--- src/sv/tpjq_pkg.sv ---
`timescale 1ns / 1ps
`default_nettype none
// ----------------------------------------------------------------------------
// tpjq_pkg
// Shared constants and types for the timed priority job queue.
// ----------------------------------------------------------------------------
package tpjq_pkg;

  localparam int unsigned QUEUE_DEPTH = 16;
  localparam int unsigned IDX_W = (QUEUE_DEPTH > 1) ? $clog2(QUEUE_DEPTH) : 1;
  localparam int unsigned CNT_W = 5;
  localparam int unsigned TIME_W = 48;
  localparam int unsigned ID_W = 31;
  localparam int unsigned HANDLE_W = 32;
  localparam int unsigned WAIT_W = 24;

  localparam logic [TIME_W:0] HORIZON_MS = 49'd9999000;
  localparam logic [WAIT_W-1:0] IDLE_RESET = 24'd5000;

  localparam logic [2:0] OP_ADD = 3'd0;
  localparam logic [2:0] OP_POLL = 3'd1;
  localparam logic [2:0] OP_CANCEL = 3'd2;
  localparam logic [2:0] OP_QUERY = 3'd3;
  localparam logic [2:0] OP_CLEAR = 3'd4;

  localparam logic [1:0] ST_OK = 2'd0;
  localparam logic [1:0] ST_FULL = 2'd1;
  localparam logic [1:0] ST_NOT_FOUND = 2'd2;
  localparam logic [1:0] ST_NOT_READY = 2'd3;

  typedef struct packed {
    logic load;
    logic step;
    logic commit;
  } dp_cmd_t;

  typedef struct packed {
    logic last;
  } dp_sts_t;

endpackage
`default_nettype wire

--- src/sv/tpjq_ctrl.sv ---
`timescale 1ns / 1ps
`default_nettype none
// ----------------------------------------------------------------------------
// tpjq_ctrl
// Sequencer: load the command, scan every slot, then commit the result.
// ----------------------------------------------------------------------------
module tpjq_ctrl (
  input  wire logic              clk_i,
  input  wire logic              rst_ni,
  input  wire logic              start_i,
  input  wire tpjq_pkg::dp_sts_t sts_i,
  output tpjq_pkg::dp_cmd_t      cmd_o,
  output logic                   busy_o
);

  localparam logic [1:0] S_IDLE = 2'd0;
  localparam logic [1:0] S_SCAN = 2'd1;
  localparam logic [1:0] S_COMMIT = 2'd2;

  logic [1:0] state_q, state_d;

  always_comb begin
    state_d = state_q;
    cmd_o = '0;
    case (state_q)
      S_IDLE: begin
        if (start_i) begin
          cmd_o.load = 1'b1;
          state_d = S_SCAN;
        end
      end
      S_SCAN: begin
        cmd_o.step = 1'b1;
        if (sts_i.last) state_d = S_COMMIT;
      end
      S_COMMIT: begin
        cmd_o.commit = 1'b1;
        state_d = S_IDLE;
      end
      default: state_d = S_IDLE;
    endcase
  end

  assign busy_o = (state_q != S_IDLE);

  always_ff @(posedge clk_i or negedge rst_ni) begin
    if (!rst_ni) begin
      state_q <= S_IDLE;
    end else begin
      state_q <= state_d;
    end
  end

endmodule
`default_nettype wire

--- src/sv/tpjq_datapath.sv ---
`timescale 1ns / 1ps
`default_nettype none
// ----------------------------------------------------------------------------
// tpjq_datapath
// Job table, one-slot-per-cycle scan unit and registered result.
// ----------------------------------------------------------------------------
module tpjq_datapath (
  input  wire logic                               clk_i,
  input  wire logic                               rst_ni,
  input  wire tpjq_pkg::dp_cmd_t                  cmd_i,
  output tpjq_pkg::dp_sts_t                       sts_o,
  input  wire logic                               cfg_we_i,
  input  wire logic [tpjq_pkg::WAIT_W-1:0]        cfg_wdata_i,
  input  wire logic [2:0]                         opcode_i,
  input  wire logic [tpjq_pkg::TIME_W-1:0]        now_ms_i,
  input  wire logic signed [7:0]                  priority_req_i,
  input  wire logic [31:0]                        delay_ms_i,
  input  wire logic [tpjq_pkg::HANDLE_W-1:0]      job_handle_i,
  input  wire logic [tpjq_pkg::ID_W-1:0]          target_id_i,
  output logic                                    done_o,
  output logic [1:0]                              status_o,
  output logic [tpjq_pkg::ID_W-1:0]               out_id_o,
  output logic [tpjq_pkg::HANDLE_W-1:0]           out_handle_o,
  output logic [tpjq_pkg::WAIT_W-1:0]             wait_ms_o,
  output logic                                    is_queued_o,
  output logic [tpjq_pkg::CNT_W-1:0]              removed_count_o,
  output logic [tpjq_pkg::CNT_W-1:0]              pending_count_o
);

  localparam int unsigned N = tpjq_pkg::QUEUE_DEPTH;
  localparam int unsigned IW = tpjq_pkg::IDX_W;
  localparam int unsigned TW = tpjq_pkg::TIME_W;

  // Table storage.
  logic [N-1:0]                        valid_q, valid_d;
  logic signed [7:0]                   prio_q [N];
  logic [TW-1:0]                       start_q [N];
  logic [tpjq_pkg::ID_W-1:0]           id_q [N];
  logic [tpjq_pkg::HANDLE_W-1:0]       handle_q [N];
  logic [tpjq_pkg::ID_W-1:0]           next_id_q;
  logic [tpjq_pkg::CNT_W-1:0]          pending_q;
  logic [tpjq_pkg::WAIT_W-1:0]         idle_wait_q;

  // Latched command.
  logic [2:0]                          op_q;
  logic [TW-1:0]                       now_q;
  logic signed [7:0]                   new_prio_q;
  logic [TW-1:0]                       new_start_q;
  logic [tpjq_pkg::HANDLE_W-1:0]       new_handle_q;
  logic [tpjq_pkg::ID_W-1:0]           target_q;

  // Scan state.
  logic [IW-1:0]                       idx_q;
  logic                                best_v_q;
  logic [IW-1:0]                       best_idx_q;
  logic signed [7:0]                   best_prio_q;
  logic [TW-1:0]                       best_start_q;
  logic [tpjq_pkg::ID_W-1:0]           best_id_q;
  logic [tpjq_pkg::HANDLE_W-1:0]       best_handle_q;
  logic                                any_q;
  logic [TW-1:0]                       earliest_q;
  logic                                found_q;

  logic [TW:0]                         start_sum;
  logic [TW-1:0]                       start_calc;

  assign start_sum = {1'b0, now_ms_i} + {{(TW-31){1'b0}}, delay_ms_i};
  always_comb begin
    if (delay_ms_i == '0) start_calc = '0;
    else if (start_sum[TW]) start_calc = '1;
    else start_calc = start_sum[TW-1:0];
  end

  // Current slot under inspection.
  logic                                c_valid;
  logic signed [7:0]                   c_prio;
  logic [TW-1:0]                       c_start;
  logic [tpjq_pkg::ID_W-1:0]           c_id;
  logic                                c_before;
  logic                                c_cand;
  logic                                c_match;

  assign c_valid = valid_q[idx_q];
  assign c_prio = prio_q[idx_q];
  assign c_start = start_q[idx_q];
  assign c_id = id_q[idx_q];
  assign c_match = c_valid && (c_id == target_q);

  always_comb begin
    c_before = (c_prio < best_prio_q) ||
               ((c_prio == best_prio_q) &&
                ((c_start < best_start_q) ||
                 ((c_start == best_start_q) && (c_id < best_id_q))));
    case (op_q)
      tpjq_pkg::OP_POLL:   c_cand = c_valid && (c_start < now_q);
      tpjq_pkg::OP_CANCEL: c_cand = c_match;
      default:             c_cand = 1'b0;
    endcase
  end

  assign sts_o.last = (idx_q == IW'(N - 1));

  // Lowest free slot for an add.
  logic [IW-1:0] free_idx;
  logic          full;
  always_comb begin
    free_idx = '0;
    for (int i = N - 1; i >= 0; i--) begin
      if (!valid_q[i]) free_idx = IW'(i);
    end
  end
  assign full = &valid_q;

  logic [TW:0] horizon_end;
  assign horizon_end = {1'b0, now_q} + tpjq_pkg::HORIZON_MS;

  // Scan registers.
  always_ff @(posedge clk_i) begin
    if (cmd_i.load) begin
      op_q <= opcode_i;
      now_q <= now_ms_i;
      new_prio_q <= priority_req_i;
      new_start_q <= start_calc;
      new_handle_q <= job_handle_i;
      target_q <= target_id_i;
      idx_q <= '0;
      best_v_q <= 1'b0;
      any_q <= 1'b0;
      found_q <= 1'b0;
    end else if (cmd_i.step) begin
      idx_q <= idx_q + IW'(1);
      if (c_cand && (!best_v_q || c_before)) begin
        best_v_q <= 1'b1;
        best_idx_q <= idx_q;
        best_prio_q <= c_prio;
        best_start_q <= c_start;
        best_id_q <= c_id;
        best_handle_q <= handle_q[idx_q];
      end
      if (c_valid && (!any_q || c_start < earliest_q)) begin
        earliest_q <= c_start;
        any_q <= 1'b1;
      end
      if (c_match) found_q <= 1'b1;
    end
  end

  // Table payload written by an add.
  always_ff @(posedge clk_i) begin
    if (cmd_i.commit && op_q == tpjq_pkg::OP_ADD && !full) begin
      prio_q[free_idx] <= new_prio_q;
      start_q[free_idx] <= new_start_q;
      id_q[free_idx] <= next_id_q;
      handle_q[free_idx] <= new_handle_q;
    end
  end

  // Commit decode.
  logic [1:0]                      r_status;
  logic [tpjq_pkg::ID_W-1:0]       r_id, next_id_d;
  logic [tpjq_pkg::HANDLE_W-1:0]   r_handle;
  logic [tpjq_pkg::WAIT_W-1:0]     r_wait;
  logic                            r_queued;
  logic [tpjq_pkg::CNT_W-1:0]      r_removed, pending_d;

  always_comb begin
    valid_d = valid_q;
    next_id_d = next_id_q;
    pending_d = pending_q;
    r_status = tpjq_pkg::ST_OK;
    r_id = '0;
    r_handle = '0;
    r_wait = '0;
    r_queued = 1'b0;
    r_removed = '0;
    case (op_q)
      tpjq_pkg::OP_ADD: begin
        if (full) begin
          r_status = tpjq_pkg::ST_FULL;
        end else begin
          valid_d[free_idx] = 1'b1;
          r_id = next_id_q;
          next_id_d = next_id_q + tpjq_pkg::ID_W'(1);
          pending_d = pending_q + tpjq_pkg::CNT_W'(1);
        end
      end
      tpjq_pkg::OP_POLL: begin
        if (best_v_q) begin
          valid_d[best_idx_q] = 1'b0;
          r_id = best_id_q;
          r_handle = best_handle_q;
          pending_d = pending_q - tpjq_pkg::CNT_W'(1);
        end else begin
          r_status = tpjq_pkg::ST_NOT_READY;
          if (any_q && ({1'b0, earliest_q} < horizon_end)) begin
            r_wait = tpjq_pkg::WAIT_W'(earliest_q - now_q);
          end else begin
            r_wait = idle_wait_q;
          end
        end
      end
      tpjq_pkg::OP_CANCEL: begin
        if (best_v_q) begin
          valid_d[best_idx_q] = 1'b0;
          pending_d = pending_q - tpjq_pkg::CNT_W'(1);
        end else begin
          r_status = tpjq_pkg::ST_NOT_FOUND;
        end
      end
      tpjq_pkg::OP_QUERY: r_queued = found_q;
      tpjq_pkg::OP_CLEAR: begin
        valid_d = '0;
        r_removed = pending_q;
        pending_d = '0;
      end
      default: ;
    endcase
  end

  always_ff @(posedge clk_i or negedge rst_ni) begin
    if (!rst_ni) begin
      valid_q <= '0;
      next_id_q <= '0;
      pending_q <= '0;
      idle_wait_q <= tpjq_pkg::IDLE_RESET;
      done_o <= 1'b0;
    end else begin
      done_o <= cmd_i.commit;
      if (cfg_we_i) idle_wait_q <= cfg_wdata_i;
      if (cmd_i.commit) begin
        valid_q <= valid_d;
        next_id_q <= next_id_d;
        pending_q <= pending_d;
      end
    end
  end

  always_ff @(posedge clk_i) begin
    if (cmd_i.commit) begin
      status_o <= r_status;
      out_id_o <= r_id;
      out_handle_o <= r_handle;
      wait_ms_o <= r_wait;
      is_queued_o <= r_queued;
      removed_count_o <= r_removed;
      pending_count_o <= pending_d;
    end
  end

endmodule
`default_nettype wire

--- src/sv/timed_priority_job_queue.sv ---
`timescale 1ns / 1ps
`default_nettype none
// ----------------------------------------------------------------------------
// timed_priority_job_queue
// Sixteen-slot job table ordered by priority, start time and id.
// ----------------------------------------------------------------------------
// Channel   Direction  Handshake              Word
// command   in         start_i high, !busy_o  opcode, now, priority, delay,
//                                             handle, target id
// result    out        done_o, one cycle      status, id, handle, wait,
//                                             queued flag, counts
// config    in         cfg_we_i               idle_wait (24 bits)
//
// The edge that accepts a command also loads it. A scan of every table slot
// follows, one slot per cycle through the shared compare unit, and then the
// commit state; done_o rises at the edge that ends the commit state, which
// also registers the result word that the receiver takes with done_o.
// busy_o is high from the cycle after acceptance through the commit cycle; a
// new command may be accepted in the same cycle as the previous result word,
// so a new command is taken only after the previous one has been committed.
// Reset clears all valid marks, the id counter and the entry count at once;
// there is no clearing pass. The receiver cannot stall the result.
// ----------------------------------------------------------------------------
module timed_priority_job_queue (
  input  wire logic                          clk_i,
  input  wire logic                          rst_ni,
  input  wire logic                          start_i,
  output logic                               busy_o,
  input  wire logic                          cfg_we_i,
  input  wire logic [tpjq_pkg::WAIT_W-1:0]   cfg_wdata_i,
  input  wire logic [2:0]                    opcode_i,
  input  wire logic [tpjq_pkg::TIME_W-1:0]   now_ms_i,
  input  wire logic signed [7:0]             priority_req_i,
  input  wire logic [31:0]                   delay_ms_i,
  input  wire logic [tpjq_pkg::HANDLE_W-1:0] job_handle_i,
  input  wire logic [tpjq_pkg::ID_W-1:0]     target_id_i,
  output logic                               done_o,
  output logic [1:0]                         status_o,
  output logic [tpjq_pkg::ID_W-1:0]          out_id_o,
  output logic [tpjq_pkg::HANDLE_W-1:0]      out_handle_o,
  output logic [tpjq_pkg::WAIT_W-1:0]        wait_ms_o,
  output logic                               is_queued_o,
  output logic [tpjq_pkg::CNT_W-1:0]         removed_count_o,
  output logic [tpjq_pkg::CNT_W-1:0]         pending_count_o
);

  // The controller only sequences; all table state lives in the datapath.
  tpjq_pkg::dp_cmd_t cmd;
  tpjq_pkg::dp_sts_t sts;

  tpjq_ctrl u_ctrl (
    .clk_i  (clk_i),
    .rst_ni (rst_ni),
    .start_i(start_i),
    .sts_i  (sts),
    .cmd_o  (cmd),
    .busy_o (busy_o)
  );

  tpjq_datapath u_dp (
    .clk_i          (clk_i),
    .rst_ni         (rst_ni),
    .cmd_i          (cmd),
    .sts_o          (sts),
    .cfg_we_i       (cfg_we_i),
    .cfg_wdata_i    (cfg_wdata_i),
    .opcode_i       (opcode_i),
    .now_ms_i       (now_ms_i),
    .priority_req_i (priority_req_i),
    .delay_ms_i     (delay_ms_i),
    .job_handle_i   (job_handle_i),
    .target_id_i    (target_id_i),
    .done_o         (done_o),
    .status_o       (status_o),
    .out_id_o       (out_id_o),
    .out_handle_o   (out_handle_o),
    .wait_ms_o      (wait_ms_o),
    .is_queued_o    (is_queued_o),
    .removed_count_o(removed_count_o),
    .pending_count_o(pending_count_o)
  );

endmodule
`default_nettype wire

--- config.mk ---
export PLATFORM = sky130hd
export DESIGN_NAME = timed_priority_job_queue
export DESIGN_NICKNAME = d
export VERILOG_FILES = /design/src/sv/tpjq_pkg.sv /design/src/sv/tpjq_ctrl.sv /design/src/sv/tpjq_datapath.sv /design/src/sv/timed_priority_job_queue.sv
export SDC_FILE = /design/constraint.sdc
export NUM_CORES = 2
export LEC_CHECK = 0
export BUFFER_PORTS_ARGS = -buffer_cell sky130_fd_sc_hd__buf_4
export CAP_MARGIN = 20
export CORE_MARGIN = 1
export CORE_UTILIZATION = 42
export CTS_BUF_LIST = sky130_fd_sc_hd__clkbuf_16
export CTS_CLUSTER_SIZE = 25
export DETAILED_ROUTE_END_ITERATION = 6
export HOLD_SLACK_MARGIN = 0.12
export PLACE_DENSITY = 0.68
export SYNTH_ARGS = -nofsm -noshare
export SYNTH_HDL_FRONTEND = slang
export SYNTH_HIERARCHICAL = 1
export SYNTH_SLANG_ARGS = --single-unit
--- constraint.sdc ---
create_clock -name clk_i -period 13.1 [get_ports clk_i]
set_clock_uncertainty 0.2 [all_clocks]
set_input_delay 1.31 -clock clk_i [delete_from_list [all_inputs] [get_ports clk_i]]
set_output_delay 1.31 -clock clk_i [all_outputs]
set_load 0.02 [all_outputs]
; After elaboration in Yosys (flattened, before gate mapping)
; Memory sizes are Yosys's and may differ from the RTL's. A register that Yosys moved wholly into a read port is not among the register bits.
; Cells that the tools add are included.
[word_totals]
ramBits = 1904
wordCells = 158
latch_bits = 0
inputBits = 182
mem_bits_ro = 0
out_inout_bits = 102
ff_bits = 495
memories = 4
[memory_table]
columns = name, depth, word_bits, rd, rd_ports_with_merged_regs, write_ports, line_no
row1 = u_dp.start_q, 16, 48, 1, 1, 1, tpjq_datapath.sv:37  ; logic [TW-1:0] start_q [N];
row2 = u_dp.handle_q, 16, 32, 1, 1, 1, tpjq_datapath.sv:39  ; logic [tpjq_pkg::HANDLE_W-1:0] handle_q [N];
row3 = u_dp.id_q, 16, 31, 1, 1, 1, tpjq_datapath.sv:38  ; logic [tpjq_pkg::ID_W-1:0] id_q [N];
row4 = u_dp.prio_q, 16, 8, 1, 1, 1, tpjq_datapath.sv:36  ; logic signed [7:0] prio_q [N];
[op_classes]
n_shift = 0
addsub = 7
reduce_logical = 35
eq_ne = 14
n_bitwise = 6
mux = 53
magnitude_cmp = 11
div_mod_pow = 0
n_mul = 0
[ops]
columns = operator, n
row1 = $lt 48x48->1, 3
row2 = $mux 4, 22
row3 = $mux 31, 2
row4 = $pmux 31 s2, 1
row5 = $add 48x24->49 const B, 1
row6 = $add 48x32->49, 1
row7 = $lt 48x49->1, 1
row8 = $eq 48x48->1, 1
row9 = $mux 48, 1
row10 = $pmux 16 s3, 1
row11 = $logic_not 32->1, 1
row12 = $mux 16, 2
row13 = $add 31x1->31 const B, 1
row14 = $eq 31x31->1, 1
row15 = $lt 31x31->1, 1
row16 = $mux 24, 1
row17 = $sub 24x24->24, 1
row18 = $and 16x16->16, 1
row19 = $not 16->16, 1
row20 = $or 16x16->16, 1
row21 = $reduce_and 16->1, 1
row22 = $lt 4x5->1 const B, 3
row23 = $pmux 5 s3, 1
row24 = $logic_and 1x1->1, 11
row25 = 33 further kinds, 65

; Logic depth before layout (Yosys ltp)
[depth]
word_depth = 23
ltp_mapped = 22
mapped_depth_nobuf = 21

; Hierarchy
; The synthesis kept the hierarchy.
[by_module_without_submodules]
columns = mod, n_inst, area_per_inst_um2, seq_area_each_um2, cells_per_inst
row1 = tpjq_datapath, 1, 100351.2, 72570.9, 5246
row2 = tpjq_ctrl, 1, 116.4, 50.0, 11

; Least setup slack after synthesis
; OpenSTA, ideal clock, no wires.
[synth_path]
kind = register -> register
startpoint = register u_ctrl.state_q[0]
endpoint = memory u_dp/handle_q[3][0] in the netlist's numbering (enable)
slack_ps = 1890
arrival_ps = 10267
required_time_ps = 12157
path_stages_with_launch = 4
setup_ps = 743
cell_sequence = dfrtp_1 > and2b_2 > nand2_1 > nor3_1
[synth_lines]
columns = element, line_no
row1 = "start, declared", tpjq_ctrl.sv:20  ; logic [1:0] state_q, state_d;
row2 = "start signal, assigned", tpjq_ctrl.sv:50  ; state_q <= state_d;
row3 = "end, declared", tpjq_datapath.sv:39

==> flow_summary_export.csv <==
group,metric,value,unit
status,outcome,"finished, violations left",
status,violations,"design-rule violations",
global_routing,antenna_found_initial,14,
clock_network,clockBufferDepth,3,
clock_network,cts-resized-gates,0,
die,die_area,0.241,mm^2
die,die_h,491,um
synthesis,avgSynthCellArea,19.1,um^2
global_routing,grt_usage,0.209,
synthesis,yosysWarnings,6,
critical_path,path_max_fanout,122,
routing,dr.pass1.iters,7,
synthesis,syn_inst,5257,
global_routing,grt_pass1_wl,368000,um
layout,final-instance-count-excl-fill,9061,
clock_network,cts_tree,"done",
critical_path,crit_required,13.40,ns
min_path,min-delay-path-class,"in -> async",
synthesis,async_flop_share,0.0324,
synthesis,netlist_area,0.100,mm^2
layout,final_layout_size_suffix_gt1_frac,0.227,
timing,period_needed,8.19,ns
timing,hold_viol,0,
clock_network,cts_buffers,241,
routing,num_vias,52300,
clock_network,cts_setup_buffers,0,
critical_path,crit_arrival,8.49,ns
routing,route.detailed.drc,56,
placed_design,gp_congestion,0.913,
synthesis,synth_edf_count,2345,
die,floorplan.initialDensity,0.422,
timing,slew_violations,0,
global_routing,grt_overflow,0,
clock_network,clkLatencyLatePin,0.94,ns
placed_design,place_inst,8596,
critical_path,worstSetupEndpointType,"flop",
routing,drt-initial-drc-count,5764,
routing,ant_nets,0,
critical_path,crit_type,"reg -> reg",
timing,setup_viol,0,
die,pin_count,284,
timing,setup_tns,0,ns
pwr,power_leakage,38.1,nW
pwr,cellPowerDensity,194,mW/mm^2
synthesis,yosysSeqAreaShare,0.723,
flow_run,maxCapViolations,0,
timing,finalWorstSetupSlack,4.91,ns
placed_design,port_buffers,283,
timing,tightest_slew,1.15,ns
die,rows,179,
die,dieWidth,491,um
timing,rsz0062_at_grt,"no",
synthesis,synth_top_flop_cell,"edfxtp_1",
routing,viasPerCell,5.77,
routing,routedWlPerCell,28.0,um
clock_network,htree_levels,4,
routing,wirelength,253000,um
layout,final_nets,6142,
clock_network,postCtsHoldBufs,0,
synthesis,yosysUniqueCellTypes,87,
pwr,ir_drop,0.249,mV
clock_network,clk_pin_slew,0.06,ns
die,core_area,0.238,mm^2
clock_network,root_buffer,"clkbuf_16",
layout,area_delta_synth_final,14.2,%
global_routing,grt_pass1_vias,53500,
synthesis,syn_nets,5726,
clock_network,cts.sinks,2435,
placed_design,dp_hpwl,148000,um
pwr,total_power,22.2,mW
global_routing,grt_start_max_net_pins,139,
layout,fin_util,0.482,
timing,fmax,122,MHz
timing,slew-limit-headroom,0.232,
placed_design,dp_slack,5.00,ns
synthesis,synth-seq-cells,2435,
timing,layout_worst_path_cycle_share,0.625,
critical_path,cp-start-kind,"flop",
placed cells by master (no fill, tap or decap), types with 10 or more instances in the layout:
master	count
dfrtp_1	74
nor2_4	17
nor4_1	23
a31oi_1	17
mux2_2	26
buf_4	351
nand2_1	162
ha_1	285
nand3b_1	14
edfxtp_1	2345
nor2_1	99
clkinv_2	40
nand3_1	78
clkinvlp_4	10
a21o_1	78
o211ai_1	24
nor3_1	39
and3_1	39
a22o_1	31
xor2_1	55
o22ai_1	10
nand2b_1	23
o21a_1	10
nand4_1	64
o21ai_0	91
mux4_2	553
xnor2_1	133
inv_1	279
and2_1	40
clkinv_1	65
mux2i_1	69
clkbuf_16	242
nor2b_1	27
bufinv_16	24
a21oi_1	219
a211oi_1	28
buf_12	12
or3_1	10
clkinv_16	13
synth_stat cells, types with 14 or more instances:
cell type  number  share of area
xnor2_1       133          0.012
o211ai_1       24         0.0018
nor2b_1        27         0.0017
a211oi_1       28         0.0021
nor2_1        115         0.0043
clkbuf_1      103         0.0038
a22o_1         31         0.0027
nand2b_1       23         0.0014
dfrtp_1        74          0.018
and3_1         39         0.0024
nand3_1        78         0.0039
nand4_1        64         0.0040
edfxtp_1     2345           0.70
nand3b_1       14         0.0010
nor4_1         23         0.0014
and2_1         40         0.0025
mux4_2        553           0.12
mux2i_1        69         0.0069
a31oi_1        18         0.0011
mux2_2         26         0.0029
nor3_1         41         0.0020
xor2_1         55         0.0048
a21o_1         78         0.0058
nand2_1       162         0.0061
buf_1          39         0.0015
a21oi_1       219          0.011
o21ai_0        92         0.0046
ha_1          285          0.035
inv_1         224         0.0084
buf_2          43         0.0021
stage by stage:
stage          hold slack [ns]  area [um^2]
2_1_floorplan            0.206       100000
3_3_place_gp             0.292       107000
3_5_place_dp             0.295       107000
4_1_cts                  0.274       115000
5_1_grt                  0.301       115000
6_report                 0.308       115000
cell families (layout without fill, tap and decap cells):
logic type	Yosys count	after routing	synth area share
fa+ha+maj	287	287	0.0359
buf+inv	418	1048	0.0164
compound gates	602	602	0.0384
simple gates	671	671	0.0342
xor+xnor	188	188	0.0164
other cells	0	7	0
mux	656	656	0.136
flops	2435	2435	0.723
registers in the layout, indices dropped and copies added, names as in the netlist, 32 cells and up, named ones only:
name                flops
u_dp/prio_q           128
u_dp/out_handle_o      32
u_dp/new_start_q       48
u_dp/best_start_q      48
u_dp/new_handle_q      32
u_dp/start_q          768
u_dp/earliest_q        48
u_dp/now_q             48
u_dp/id_q             496
u_dp/handle_q         512
u_dp/best_handle_q     32
worst paths after layout:
path                       slack [ns]                    to  cells past startpoint
setup / recovery                 4.91     u_dp/best_id_q[4]                     13
hold / removal                   0.31   u_dp/idle_wait_q[6]                      1
setup reg to reg                 4.91     u_dp/best_id_q[4]                     13
hold reg to reg                  0.31  u_dp/idle_wait_q[13]                      1
max in group asynchronous       11.25           u_dp/done_o                      2
min in group clk_i               0.31  u_dp/idle_wait_q[13]                      1
layer usage:
metal / share of wire / GRT usage / vias to the layer above
met5: 0.00020 / 0 / -
met1: 0.40 / 0.279 / 27500
met3: 0.072 / 0.0367 / 393
met4: 0.031 / 0.0671 / 8
met2: 0.50 / 0.348 / 2089
li1: - / - / 22200
worst max-delay path: stages, from the launching register on:
cell and delay [ns]:
dfxtp_4 0.85, buf_12 0.62, buf_12 0.64, mux4_2 0.42, mux4_2 0.58, ha_1 0.35, nand4_1 0.10, nor3b_1 0.55
nand3_1 0.18, nor4_1 0.83, o2111ai_1 0.23, a211oi_1 0.61, o21a_4 0.50, buf_4 0.91
layout make-up:
cell class              count  area, um^2
diodes                      7        17.5
clock buffers             242        6060
clock inverters           215        1920
fillers                 19400      123000
inverters                 227         857
multi-input cells        2404       26400
flip-flops and latches   2435       72600
well taps                3167        3960
repair buffers            364        2900
power breakdown:
part	switching [mW]	internal, mW	leakage (nW)
logic	3.38	2.78	12.4
registers	0.332	8.92	21.6
clock network	2.99	3.84	4.06
No activity file was read; power rests on OpenSTA's default activity.
